**src/hw/rtl/assert_macros.svh**
```systemverilog
// assertion macros shared by the rtl modules
`ifndef ASSERT_MACROS_SVH
`define ASSERT_MACROS_SVH

// same-cycle implication, disabled while reset is asserted
`define ASSERT_IMPLIES(lbl, clk, rst_n, ante, cons) \
	lbl: assert property (@(posedge clk) disable iff (!rst_n) (ante) |-> (cons)) \
		else $error("assertion failed: same-cycle implication");

// next-cycle implication, disabled while reset is asserted
`define ASSERT_NEXT(lbl, clk, rst_n, ante, cons) \
	lbl: assert property (@(posedge clk) disable iff (!rst_n) (ante) |=> (cons)) \
		else $error("assertion failed: next-cycle implication");

`endif

```
**src/hw/rtl/tsd_pkg.sv**
```systemverilog
// types, constants and the crc helper of the thermometer scratchpad decoder
package tsd_pkg;

	// result status codes
	typedef enum logic [1:0] {
		ST_OK      = 2'd0,
		ST_ROM_CRC = 2'd1,
		ST_FAMILY  = 2'd2,
		ST_PAD_CRC = 2'd3
	} status_t;

	// frame phase, one-hot
	typedef enum logic [2:0] {
		PH_IDLE = 3'b001,
		PH_ROM  = 3'b010,
		PH_PAD  = 3'b100
	} phase_t;

	// resolution field codes (scratchpad byte 4, bits 6:5)
	localparam logic [1:0] RES_9BIT  = 2'd0;
	localparam logic [1:0] RES_10BIT = 2'd1;
	localparam logic [1:0] RES_11BIT = 2'd2;
	localparam logic [1:0] RES_12BIT = 2'd3;

	// family codes
	localparam logic [7:0] FAM_NINE_BIT = 8'h10;
	localparam logic [7:0] FAM_TWELVE_A = 8'h28;
	localparam logic [7:0] FAM_TWELVE_B = 8'h22;

	// byte positions
	localparam logic [3:0] ROM_CRC_IDX  = 4'd7;
	localparam logic [3:0] PAD_CRC_IDX  = 4'd8;
	localparam logic [3:0] PAD_TEMP_LO  = 4'd0;
	localparam logic [3:0] PAD_TEMP_HI  = 4'd1;
	localparam logic [3:0] PAD_CONFIG   = 4'd4;
	localparam logic [3:0] PAD_REMAIN   = 4'd6;
	localparam logic [3:0] PAD_PER_DEG  = 4'd7;

	localparam logic [7:0]  CRC_POLY       = 8'h8C;
	localparam logic [7:0]  COUNT_PER_DEG  = 8'h10;
	localparam logic [15:0] MASK_WHOLE     = 16'hFFF0;
	localparam logic [15:0] MASK_RES_9BIT  = 16'hFFF8;
	localparam logic [15:0] MASK_RES_10BIT = 16'hFFFC;
	localparam logic [15:0] MASK_RES_11BIT = 16'hFFFE;
	localparam logic [15:0] REMAIN_BIAS    = 16'd12;

	// one finished frame, handed from front to back
	typedef struct packed {
		status_t    status;
		logic [7:0] family;
		logic       ext;
		logic [7:0] temp_lo;
		logic [7:0] temp_hi;
		logic [1:0] res;
		logic [7:0] remain;
		logic       per_deg_ok;
	} job_t;

	// reflected crc-8 over one byte, lsb first
	function automatic logic [7:0] crc8_byte(input logic [7:0] crc_in, input logic [7:0] data);
		logic [7:0] c;
		logic [7:0] d;
		c = crc_in;
		d = data;
		for (int i = 0; i < 8; i++) begin
			if (c[0] ^ d[0]) begin
				c = (c >> 1) ^ CRC_POLY;
			end else begin
				c = c >> 1;
			end
			d = d >> 1;
		end
		return c;
	endfunction

endpackage

```
**src/hw/rtl/tsd_intf.sv**
```systemverilog
// channel interfaces: received bytes in, decoded results out
interface tsd_rx_if;
	logic       valid;
	logic       ready;
	logic [7:0] data_byte;
	logic       frame_start;

	modport source (output valid, output data_byte, output frame_start, input ready);
	modport sink (input valid, input data_byte, input frame_start, output ready);
endinterface

interface tsd_res_if;
	logic               valid;
	logic               ready;
	logic [1:0]         status;
	logic signed [15:0] temperature;
	logic [7:0]         sensor_family;
	logic               extended_family;

	modport source (output valid, output status, output temperature, output sensor_family,
		output extended_family, input ready);
	modport sink (input valid, input status, input temperature, input sensor_family,
		input extended_family, output ready);
endinterface

```
**src/hw/rtl/tsd_front.sv**
```systemverilog
// front end: byte sequencing, crc check, field capture, job push
`include "assert_macros.svh"

module tsd_front (
	input  logic          clk,
	input  logic          arst_n,
	input  logic          accept,
	input  logic [7:0]    data_byte,
	input  logic          frame_start,
	output logic          push,
	output tsd_pkg::job_t push_job
);
	import tsd_pkg::*;

	phase_t     phase_q;
	logic [3:0] cnt_q;
	logic [7:0] crc_q;
	logic [7:0] family_q;
	logic       ext_q;
	logic [7:0] temp_lo_q;
	logic [7:0] temp_hi_q;
	logic [1:0] res_q;
	logic [7:0] remain_q;
	logic       per_deg_q;

	phase_t     cur_phase;
	logic [3:0] cur_cnt;
	logic [7:0] cur_crc;
	logic [7:0] crc_upd;
	logic       known_family;

	phase_t     phase_d;
	logic [3:0] cnt_d;
	logic [7:0] crc_d;
	logic       emit;
	status_t    emit_status;

	// frame start restarts the sequence on this byte
	assign cur_phase = frame_start ? PH_ROM : phase_q;
	assign cur_cnt   = frame_start ? 4'd0 : cnt_q;
	assign cur_crc   = frame_start ? 8'd0 : crc_q;
	assign crc_upd   = crc8_byte(cur_crc, data_byte);

	assign known_family = (family_q == FAM_NINE_BIT) || (family_q == FAM_TWELVE_A)
		|| (family_q == FAM_TWELVE_B);

	always_comb begin
		phase_d     = cur_phase;
		cnt_d       = cur_cnt;
		crc_d       = cur_crc;
		emit        = 1'b0;
		emit_status = ST_OK;
		unique case (cur_phase)
			PH_ROM: begin
				if (cur_cnt < ROM_CRC_IDX) begin
					crc_d = crc_upd;
					cnt_d = cur_cnt + 4'd1;
				end else if (cur_crc != data_byte) begin
					emit        = 1'b1;
					emit_status = ST_ROM_CRC;
				end else if (!known_family) begin
					emit        = 1'b1;
					emit_status = ST_FAMILY;
				end else begin
					phase_d = PH_PAD;
					cnt_d   = 4'd0;
					crc_d   = 8'd0;
				end
			end
			PH_PAD: begin
				if (cur_cnt < PAD_CRC_IDX) begin
					crc_d = crc_upd;
					cnt_d = cur_cnt + 4'd1;
				end else begin
					emit        = 1'b1;
					emit_status = (cur_crc != data_byte) ? ST_PAD_CRC : ST_OK;
				end
			end
			default: begin
			end
		endcase
		if (emit) begin
			phase_d = PH_IDLE;
			cnt_d   = 4'd0;
		end
	end

	always_ff @(posedge clk or negedge arst_n) begin
		if (!arst_n) begin
			phase_q   <= PH_IDLE;
			cnt_q     <= 4'd0;
			crc_q     <= 8'd0;
			family_q  <= 8'd0;
			ext_q     <= 1'b0;
			temp_lo_q <= 8'd0;
			temp_hi_q <= 8'd0;
			res_q     <= 2'd0;
			remain_q  <= 8'd0;
			per_deg_q <= 1'b0;
		end else if (accept) begin
			phase_q <= phase_d;
			cnt_q   <= cnt_d;
			crc_q   <= crc_d;
			if (cur_phase == PH_ROM && cur_cnt == 4'd0) begin
				family_q <= data_byte;
				ext_q    <= (data_byte == FAM_NINE_BIT);
			end
			if (cur_phase == PH_PAD) begin
				unique case (cur_cnt)
					PAD_TEMP_LO: temp_lo_q <= data_byte;
					PAD_TEMP_HI: temp_hi_q <= data_byte;
					PAD_CONFIG:  res_q     <= data_byte[6:5];
					PAD_REMAIN:  remain_q  <= data_byte;
					PAD_PER_DEG: per_deg_q <= (data_byte == COUNT_PER_DEG);
					default: begin
					end
				endcase
			end
		end
	end

	assign push = accept && emit;

	always_comb begin
		push_job            = '0;
		push_job.status     = emit_status;
		push_job.family     = family_q;
		push_job.ext        = ext_q;
		push_job.temp_lo    = temp_lo_q;
		push_job.temp_hi    = temp_hi_q;
		push_job.res        = res_q;
		push_job.remain     = remain_q;
		push_job.per_deg_ok = per_deg_q;
	end

	`ASSERT_IMPLIES(a_idle_count_zero, clk, arst_n, phase_q == PH_IDLE, cnt_q == 4'd0)
	`ASSERT_IMPLIES(a_rom_count_range, clk, arst_n, phase_q == PH_ROM, cnt_q <= ROM_CRC_IDX)

endmodule

```
**src/hw/rtl/tsd_queue.sv**
```systemverilog
// short job queue between front and back
`include "assert_macros.svh"

module tsd_queue #(
	parameter int DEPTH = 2
) (
	input  logic          clk,
	input  logic          arst_n,
	input  logic          push,
	input  tsd_pkg::job_t push_job,
	output logic          full,
	input  logic          pop,
	output tsd_pkg::job_t pop_job,
	output logic          empty
);
	import tsd_pkg::*;

	localparam int AW = (DEPTH > 1) ? $clog2(DEPTH) : 1;
	localparam int CW = $clog2(DEPTH + 1);

	job_t          slot_q [DEPTH];
	logic [AW-1:0] wr_ptr_q;
	logic [AW-1:0] rd_ptr_q;
	logic [CW-1:0] count_q;

	function automatic logic [AW-1:0] ptr_next(input logic [AW-1:0] p);
		return (p == AW'(DEPTH - 1)) ? '0 : p + AW'(1);
	endfunction

	assign full    = (count_q == CW'(DEPTH));
	assign empty   = (count_q == '0);
	assign pop_job = slot_q[rd_ptr_q];

	always_ff @(posedge clk) begin
		if (push) begin
			slot_q[wr_ptr_q] <= push_job;
		end
	end

	always_ff @(posedge clk or negedge arst_n) begin
		if (!arst_n) begin
			wr_ptr_q <= '0;
			rd_ptr_q <= '0;
			count_q  <= '0;
		end else begin
			if (push) begin
				wr_ptr_q <= ptr_next(wr_ptr_q);
			end
			if (pop) begin
				rd_ptr_q <= ptr_next(rd_ptr_q);
			end
			if (push && !pop) begin
				count_q <= count_q + CW'(1);
			end else if (pop && !push) begin
				count_q <= count_q - CW'(1);
			end
		end
	end

	`ASSERT_IMPLIES(a_no_overflow, clk, arst_n, push, !full)
	`ASSERT_IMPLIES(a_no_underflow, clk, arst_n, pop, !empty)

endmodule

```
**src/hw/rtl/tsd_back.sv**
```systemverilog
// back end: temperature decode and output register
`include "assert_macros.svh"

module tsd_back (
	input  logic             clk,
	input  logic             arst_n,
	input  logic             job_valid,
	input  tsd_pkg::job_t    job,
	output logic             pop,
	tsd_res_if.source        result
);
	import tsd_pkg::*;

	logic [15:0] raw;
	logic [15:0] shifted;
	logic [15:0] decoded;
	logic [15:0] temp_out;
	logic        load;

	logic        valid_q;
	status_t     status_q;
	logic [15:0] temp_q;
	logic [7:0]  family_q;
	logic        ext_q;

	assign raw     = {job.temp_hi, job.temp_lo};
	assign shifted = {raw[12:0], 3'b000};

	always_comb begin
		if (job.ext) begin
			if (job.per_deg_ok) begin
				decoded = (shifted & MASK_WHOLE) + REMAIN_BIAS - {8'd0, job.remain};
			end else begin
				decoded = shifted;
			end
		end else begin
			case (job.res)
				RES_9BIT:  decoded = raw & MASK_RES_9BIT;
				RES_10BIT: decoded = raw & MASK_RES_10BIT;
				RES_11BIT: decoded = raw & MASK_RES_11BIT;
				RES_12BIT: decoded = raw;
				default:   decoded = raw;
			endcase
		end
	end

	assign temp_out = (job.status == ST_OK) ? decoded : 16'd0;

	// output stage refills when empty or being drained
	assign load = !valid_q || result.ready;
	assign pop  = job_valid && load;

	always_ff @(posedge clk or negedge arst_n) begin
		if (!arst_n) begin
			valid_q <= 1'b0;
		end else if (load) begin
			valid_q <= job_valid;
		end
	end

	always_ff @(posedge clk) begin
		if (pop) begin
			status_q <= job.status;
			temp_q   <= temp_out;
			family_q <= job.family;
			ext_q    <= job.ext;
		end
	end

	assign result.valid           = valid_q;
	assign result.status          = status_q;
	assign result.temperature     = temp_q;
	assign result.sensor_family   = family_q;
	assign result.extended_family = ext_q;

	`ASSERT_IMPLIES(a_error_temp_zero, clk, arst_n,
		result.valid && (result.status != ST_OK), result.temperature == 16'sd0)

endmodule

```
**src/hw/rtl/thermometer_scratchpad_decoder.sv**
```systemverilog
// top level of the thermometer scratchpad decoder
//
//  channel  | dir | payload                                       | handshake
//  ---------+-----+-----------------------------------------------+-------------
//  rx       | in  | data_byte[7:0], frame_start                   | valid/ready
//  result   | out | status[1:0], temperature[15:0] signed,        | valid/ready
//           |     | sensor_family[7:0], extended_family           |
//
// one byte is taken per cycle while the job queue has room; the crc update and field
// capture in the front end set that figure. after the closing byte, a result passes
// through the job queue and then the decode and output register.
// reset clears the sequencer, queue pointers and the output valid at once.
// rx.ready drops only while the job queue is full, which happens only when the
// result side stalls long enough for QUEUE_DEPTH + 1 finished frames to back up: one in the
// output register and QUEUE_DEPTH (two by default) in the queue.
`include "assert_macros.svh"

module thermometer_scratchpad_decoder #(
	parameter int QUEUE_DEPTH = 2
) (
	input  logic       clk,
	input  logic       arst_n,
	tsd_rx_if.sink     rx,
	tsd_res_if.source  result
);
	import tsd_pkg::*;

	logic accept;
	logic push;
	job_t push_job;
	logic full;
	logic pop;
	job_t pop_job;
	logic empty;

	// a byte transfer needs only room in the queue for a possible result
	assign rx.ready = !full;
	assign accept   = rx.valid && rx.ready;

	// front: sequencing over rom and scratchpad bytes, crc, classification
	tsd_front u_front (
		.clk         (clk),
		.arst_n      (arst_n),
		.accept      (accept),
		.data_byte   (rx.data_byte),
		.frame_start (rx.frame_start),
		.push        (push),
		.push_job    (push_job)
	);

	// queue: lets the front keep taking bytes while the result side stalls
	tsd_queue #(
		.DEPTH (QUEUE_DEPTH)
	) u_queue (
		.clk      (clk),
		.arst_n   (arst_n),
		.push     (push),
		.push_job (push_job),
		.full     (full),
		.pop      (pop),
		.pop_job  (pop_job),
		.empty    (empty)
	);

	// back: temperature decode and result register
	tsd_back u_back (
		.clk       (clk),
		.arst_n    (arst_n),
		.job_valid (!empty),
		.job       (pop_job),
		.pop       (pop),
		.result    (result)
	);

	// a result transfer on the same edge as a full stall must free a slot next cycle
	`ASSERT_NEXT(a_drain_frees_slot, clk, arst_n, full && pop && !push, !full)

endmodule
```
**src/flat_wrapper.sv**
```systemverilog
// flat-port wrapper written by rule: the top's interface ports become plain ports
module thermometer_scratchpad_decoder_flat import tsd_pkg::*;
#(
	parameter int QUEUE_DEPTH = 2
)
  (clk, arst_n, rx_valid, rx_data_byte, rx_frame_start, rx_ready, result_valid, result_status, result_temperature, result_sensor_family, result_extended_family, result_ready);
  tsd_rx_if rx_i ();
  tsd_res_if result_i ();
  input  logic clk;
  input  logic arst_n;
  input wire logic [$bits(rx_i.valid)-1:0] rx_valid;
  input wire logic [$bits(rx_i.data_byte)-1:0] rx_data_byte;
  input wire logic [$bits(rx_i.frame_start)-1:0] rx_frame_start;
  output wire logic [$bits(rx_i.ready)-1:0] rx_ready;
  output wire logic [$bits(result_i.valid)-1:0] result_valid;
  output wire logic [$bits(result_i.status)-1:0] result_status;
  output wire logic [$bits(result_i.temperature)-1:0] result_temperature;
  output wire logic [$bits(result_i.sensor_family)-1:0] result_sensor_family;
  output wire logic [$bits(result_i.extended_family)-1:0] result_extended_family;
  input wire logic [$bits(result_i.ready)-1:0] result_ready;
  assign rx_i.valid = rx_valid;
  assign rx_i.data_byte = rx_data_byte;
  assign rx_i.frame_start = rx_frame_start;
  assign rx_ready = rx_i.ready;
  assign result_valid = result_i.valid;
  assign result_status = result_i.status;
  assign result_temperature = result_i.temperature;
  assign result_sensor_family = result_i.sensor_family;
  assign result_extended_family = result_i.extended_family;
  assign result_i.ready = result_ready;
  thermometer_scratchpad_decoder #(.QUEUE_DEPTH(QUEUE_DEPTH)) u_core (.clk(clk), .arst_n(arst_n), .rx(rx_i), .result(result_i));
endmodule
```
**config.mk**
```make
export PLATFORM = sky130hd
export DESIGN_NAME = thermometer_scratchpad_decoder_flat
export DESIGN_NICKNAME = d
export VERILOG_FILES = /design/src/hw/rtl/tsd_pkg.sv /design/src/hw/rtl/tsd_intf.sv /design/src/hw/rtl/tsd_front.sv /design/src/hw/rtl/tsd_queue.sv /design/src/hw/rtl/tsd_back.sv /design/src/hw/rtl/thermometer_scratchpad_decoder.sv /design/src/flat_wrapper.sv
export VERILOG_INCLUDE_DIRS = /design/src /design/src/hw/rtl
export SDC_FILE = /design/constraint.sdc
export NUM_CORES = 1
export LEC_CHECK = 0
export BUFFER_PORTS_ARGS = -buffer_cell sky130_fd_sc_hd__buf_2
export CORE_UTILIZATION = 40
export CTS_CLUSTER_DIAMETER = 100
export DETAILED_ROUTE_END_ITERATION = 8
export PLACE_DENSITY = 0.57
export SYNTH_ARGS = -nofsm -noshare
export SYNTH_HDL_FRONTEND = slang
export SYNTH_SLANG_ARGS = --single-unit
```
**constraint.sdc**
```tcl
create_clock -name clk -period 4.05 [get_ports clk]
set_clock_uncertainty 0.05 [all_clocks]
set_input_delay 0 -clock clk [delete_from_list [all_inputs] [get_ports clk]]
set_output_delay 0 -clock clk [all_outputs]
set_load 0.05 [all_outputs]
```
==> results of run 1 <==
-- worst paths after layout --
path                                         startpoint                            to  slack (ns)  cells after the start
max in group asynchronous                        arst_n       u_core.u_queue.rd_ptr_q        3.18                      3
worst min-delay path                    rx_data_byte[2]   u_core.u_front.temp_hi_q[2]        0.01                      2
worst min register to register  u_core.u_front.res_q[1]  u_core.u_queue.slot_q[1][10]        0.42                      0
min in group asynchronous                        arst_n   u_core.u_front.temp_hi_q[6]        0.23                      3
worst max-delay path            u_core.u_front.cnt_q[0]  u_core.u_queue.slot_q[0][18]        0.67                      9
worst max register to register  u_core.u_front.cnt_q[0]  u_core.u_queue.slot_q[0][18]        0.67                      9
-- through the flow --
stage | total power [mW] | cell area [um2] | instances | hold slack, ns | setup WS (ns)
6_report | 6.43 | 8520 | 848 | 0.0129 | 0.667
3_5_place_dp | 4.81 | 7850 | 810 | 0.148 | 0.654
5_1_grt | 6.78 | 8520 | 848 | 0.0189 | 0.368
4_1_cts | 6.46 | 8520 | 848 | 0.00598 | 0.636
2_1_floorplan | 4.28 | 7430 | 565 | -0.346 | 0.293
3_3_place_gp | 4.78 | 7850 | 810 | 0.142 | 0.809
-- cell type report --
cell class | instances | share of cell area, %
Sequential cell | 159 | 52.8
Multi-Input combinational cell | 364 | 32.4
Clock buffer | 19 | 5.32
Timing Repair Buffer | 53 | 3.79
Tap cell | 229 | 3.36
Clock inverter | 13 | 1.89
Inverter | 11 | 0.485
-- routing by layer --
layer  vias up  wire length [um]  track usage (%)
met5         -                 0                0
met4         0               362             7.51
met3        32               494             3.64
met2       101              7160             27.8
met1      2252              6830             20.7
li1       2159                 -                -
-- sequential cells by signal, indices dropped and copies added (netlist names), 3 cells and up --
register / flops
u_core.u_queue.slot_q: 76
u_core.u_front.phase_q: 3
u_core.u_front.remain_q: 8
u_core.u_back.result.temperature: 16
u_core.u_front.temp_lo_q: 8
u_core.u_back.result.sensor_family: 8
u_core.u_front.cnt_q: 4
u_core.u_front.family_q: 8
u_core.u_front.temp_hi_q: 8
u_core.u_front.crc_q: 8
-- kinds of logic (layout without fill, tap and decap cells) --
| family | Yosys count | count (layout) |
|---|---|---|
| xor gates and xnor gates | 44 | 44 |
| and+or+nand+nor | 144 | 144 |
| AOI/OAI and AO/OA | 95 | 95 |
| buffers and inverters | 42 | 96 |
| adders and majority gates | 11 | 11 |
| DFF | 159 | 159 |
| muxes | 70 | 70 |
-- placed cells by master, fill, tap and decap left out, types with 10 or more instances in the layout --
master | synthesis | routed
a211oi_1 | 14 | 14
a21oi_1 | 20 | 20
buf_2 | 15 | 41
clkbuf_16 | 0 | 17
dfrtp_1 | 55 | 54
edfxtp_1 | 103 | 103
ha_1 | 11 | 11
inv_1 | 11 | 11
mux2_2 | 53 | 53
mux2i_1 | 17 | 17
nand2_1 | 20 | 20
nor2_1 | 42 | 42
nor2b_1 | 13 | 12
nor3_1 | 10 | 10
o21ai_0 | 13 | 13
xnor2_1 | 31 | 31
xor2_1 | 10 | 10
-- worst max-delay path: stages, from the launching register on --
cell	delay, ns
dfrtp_1	0.38
nor2b_1	0.25
ha_1	0.32
a21oi_1	0.13
nor2_1	0.35
o21ai_1	0.22
or2_4	0.32
a21oi_2	0.32
nor2b_4	0.20
buf_4	0.44
-- power by group through the flow --
stage / logic, mW / registers [mW] / clock network, mW
detailed placement: 2.33 / 2.48 / 0
global route: 2.53 / 2.50 / 1.74
floorplan: 1.48 / 2.80 / 0
global placement: 2.32 / 2.46 / 0
finish: 2.34 / 2.45 / 1.64
CTS: 2.35 / 2.45 / 1.67
==> impl_results.md, run 1 <==
* Die Wd at 138 um
* CTS Buf Count at 17
* Cell taking the most area after synthesis: edfxtp_1
* Top post-synthesis cells by area: edfxtp_1, dfrtp_1, mux2_2
* Clk pin slew, worst setup/hold paths at around 0.06 ns
* Layout cells sized above 1 at 23.9%
* Multi-input gate area at 0.00276 mm2
* Final antenna-violating net count at 0
* Critical path startpoint category: flip-flop
* Max-slew headroom at roughly 28%
* Fin nets at 630
* CP Max Fanout at 38
* Synth Area in Compound Gates at between 8 and 9%
* Row cnt at a little under 50
* Post-Synth Simple-Gate Area at between 10% and 20%
* Sequential share of power at 38.1%
* Cell chosen for the clock root: clkbuf_16
* Gr usage total at approximately 17%
* Slew Limit Fails at 0
* Hold buffer count at CTS at 6
* CTS tree: done
* Initial drt markers at 280
* Multiplexer area fraction after synthesis at 10.3%
* Leak pwr at about 3.3 nW
* CP required at 4.06 ns
* Clk pwr share at 25.5%
* Post-Synth Adder-Cell Area at 1.85%
* H-tree depth at 4
* RSZ-0062 raised after global routing: no
* Worst slew pin tran at 1.08 ns
* Core area at 0.0181 mm2
* Prevailing post-synth register cell: edfxtp_1
* Pwr dens at 755 mW/mm2
* Seq/Total Area, Yosys at about 60%
* Synth cell count leaders: edfxtp_1, dfrtp_1, mux2_2
* Setup TNS at 0 ns
* DR vias/cell at 5.36
* Initial Util at 41.1%
* CTS resizes at 0
* Switch Pwr at 2.38 mW
* Antenna violations before repair at 0
* Post-CTS setup repair buffer count at 0
* Max cap viols at 0
* Failing checks: design-rule violations
* Crit. End Element: flip-flop
* Final wirelength at 14,800 um
* FF+latch count, synth at 159
* Fill cell count at approximately 1,600
* Sequential cell area at 0.00450 mm2
* First-pass DRT Iterations at 6
* Routability congestion estimate at 0.889
* Post-synth top area share at 41.6%
* DR vias at 4,544
* Worst IR Drop VDD at 0.319 mV
* Crit path DAT at 3.39 ns
* Yosys cell types at 65
* DRC at 8
* Syn Nets at between 500 and 600
* Internal at 4.05 mW
* Period utilization at between 80% and 90%
* Maximum clock path buffer count at 2
* Setup violations, final at 0
* Post-synthesis xor/xnor area fraction at 5.57%
* # port buffers at 41
* Final min period at 3.38 ns
* Post-detail-place hpwl at approximately 10,000 um
* Switching Fraction at 37.0%
* Ys async rst share at 35.2%
* Final Core Density at ~47%
* Hold Fails Final Rpt at 0
* CTS Sinks at 159
* Largest net degree at the start of global routing at 57
* Yosys warnings at 0
* Overall die area at between 0.015 and 0.02 mm2
* Skew-Pair Late Insertion Delay at 0.42 ns
* Mapped Area at 0.00743 mm2
* Post-synth EDFFs at 103
* Combinational share of power at 36.4%
* Max Clk Rate at 296 MHz
* IO Pins at 42
* Area delta synth->final at 14.6%
* Vias in the first global route at 4,667
* Outcome: finished with violations
* Largest family of logic cells by synthesized area: simple AND/OR/NAND/NOR gates
* Kind of critical path: reg -> reg
* Hold/Removal Path Class: in -> reg
* Synth Instances at 565
* Die height at 138 um
* Ant. Diodes at 0
* Syn avg cell area at 13.2 um2
* Most common cell in the synthesized netlist: edfxtp_1
* Drt wl/cell at around 18 um
* Overflow after GRT at 0
* First-pass GRT wire length at 24,700 um
(Power assumes the default switching activity.)
==> inputs of run 2 (changes only) <==
clock period = 2.9 ns   (was 4.05 ns; I/O delays follow)
==> run 2 against run 1 <==
  * Maximum frequency up 25%
  * Sequential power up 38%
  * Largest power group is now combinational cells
  * Critical path depth up 1
  * The run still ends with design-rule violations left
  * Total power up 41%
  * Core utilization up 0.82 points
  * Via count down 0.48%
  * Sequential cell count unchanged
  * Largest cell class unchanged
==> impl_results.md, run 2 (synthesized netlist as in run 1, its figures left out) <==
* CP Max Fanout at 7
* Max cap viols at 0
* Final wirelength at 15,200 um
* WHS at between 0.01 and 0.015 ns
* Slew Limit Fails at 0
* Commonest non-fill, non-tap cell in the layout: edfxtp_1
* CP peak stage delay at 0.45 ns
* Area delta synth->final at 16.6%
* Crit path DAT at 2.90 ns
* Max Clk Rate at roughly 370 MHz
* Clk pin slew, worst setup/hold paths at ~0.070 ns
* Layout cells sized above 1 at 26.6%
* Gr usage total at between 10% and 20%
* Critical path startpoint category: flip-flop
* RSZ-0062 raised after global routing: no
* Pre-CTS setup slack at ~0.21 ns
* Vias in the first global route at 4,604
* H-tree depth at 4
* Leak pwr at approximately 3.3 nW
* Drt wl/cell at 17.7 um
* Hold Fails Final Rpt at 0
* Kind of critical path: reg -> reg
* Initial drt markers at ~250
* DRC at 6
* First-pass GRT wire length at 25,100 um
* Critical path cell sequence: mux2i_1, inv_1, ha_1, a21o_1, a21o_1, o21bai_1, a211oi_2, nor2b_1, a221oi_1, a211oi_1
* GRT busiest layer: met2
* Met3 Usage GRT at 3.98%
* Failing checks: design-rule violations
* Antenna violations before repair at 0
* Hold/Removal Path Class: in -> reg
* CTS Sinks at 159
* Row cnt at 49
* Most frequent cells in the layout: edfxtp_1, dfrtp_1, mux2_2
* Met1 Track Usage GR at between 20% and 30%
* Fin nets at between 600 and 700
* Setup violations, final at 0
* Core area at 0.0181 mm2
* PnR worst setup slack at 0.202 ns
* Cell chosen for the clock root: clkbuf_16
* Worst slew pin tran at ~1.0 ns
* First-pass DRT Iterations at 7
* DR vias/cell at 5.26
* Largest net degree at the start of global routing at 39
* Final antenna-violating net count at 0
* Period utilization at 93.0%
* Overflow after GRT at 0
* Outcome: finished with violations
* Skew-Pair Late Insertion Delay at ~0.43 ns
* Overall die area at 0.0191 mm2
* Critical path's most frequent cell: a21o_1
* Slowest stage cell, crit path: dfrtp_2
* CTS Buf Count at 17
* Critical path origin: u_core.u_queue.rd_ptr_q
* Max reg flops at 76
* Pwr dens at 1050 mW/mm2
* Crit path buf inv count at 1
* Max-slew headroom at 30.8%
* Design area at 0.00867 mm2
* Final min period at roughly 2.7 ns
* Post-detail-place hpwl at 10,800 um
* Ant. Diodes at 0
* Worst IR Drop VDD at 0.455 mV
* Placed cell areas at 0.00800 mm2
* Routability congestion estimate at roughly 0.86
* Cell family with most CP delay: compound AO/OA/AOI/OAI gates
* Met2 GRT Util at 28.1%
* Die height at 138 um
* Maximum clock path buffer count at 2
* DR vias at 4,522
* # port buffers at 41
* R2r startpoint: u_core.u_queue.rd_ptr_q
* Setup TNS at 0 ns
* CTS tree: done
* Initial Util at 41.1%
* Crit. End Element: flip-flop
* Die Wd at 138 um
* CP required at 3.10 ns
* IO Pins at 42
* Hold Startpoint: rx_data_byte[0]
* Largest register by flop count: u_core.u_queue.slot_q
==> run 2: cell count changes in the layout (fill, tap and decap cells not counted), sizes merged <==
cell,delta
buf,+12
clkinv,-4
inv,+4
clkbuf,-2
clkinvlp,+2
==> run 2: path summary, 6_finish.rpt <==
check | end | slack (ns) | cells past startpoint
max | u_core.u_back.result.temperature[12] | 0.20 | 10
min | u_core.u_front.temp_hi_q[0] | 0.01 | 2
max reg2reg | u_core.u_back.result.temperature[12] | 0.20 | 10
min reg2reg | u_core.u_queue.slot_q[1][13] | 0.42 | 0
max in group asynchronous | u_core.u_queue.rd_ptr_q | 1.81 | 3
min in group asynchronous | u_core.u_front.temp_hi_q[1] | 0.11 | 2
==> run 2: area by class of cell <==
| cell class | instances | area [um2] |
|---|---|---|
| Clock inverter | 15 | 183 |
| Tap cell | 229 | 287 |
| Sequential cell | 159 | 4500 |
| Multi-Input combinational cell | 364 | 2810 |
| Timing Repair Buffer | 65 | 425 |
| Inverter | 11 | 41.3 |
| Fill cell | 1586 | 9420 |
| Clock buffer | 17 | 425 |
==> run 2: routing by layer <==
layer  vias to the layer above  part of all wire, %
li1                       2207                    -
met3                         9                  3.7
met4                         0                 0.90
met1                      2221                   47
met5                         -                    0
met2                        85                   49
==> run 2: report_power, final <==
part	internal, mW	switching [mW]	leakage, nW	total [mW]
Combinational	1.30	2.09	1.38	3.39
Clock	1.37	0.925	0.293	2.29
Sequential	3.02	0.359	1.67	3.38
==> run 2: per-stage QoR <==
| stage | power [mW] | utilization, % | std cells |
|---|---|---|---|
| 3_3_place_gp | 6.76 | 44.2 | 822 |
| 4_1_cts | 9.14 | 47.9 | 860 |
| 6_report | 9.06 | 47.9 | 860 |
| 5_1_grt | 9.59 | 47.9 | 860 |
| 2_1_floorplan | 6.05 | - | 565 |
| 3_5_place_dp | 6.81 | 44.2 | 822 |
==> run 2: repair_timing <==
item / 4_1_cts / 5_1_grt
endpoints found under the setup margin: 0 / 1
buffers inserted: 0 / 0
gates resized for setup: 0 / 1
hold buffers: 6 / 0
endpoints found under the hold margin: 45 / 0
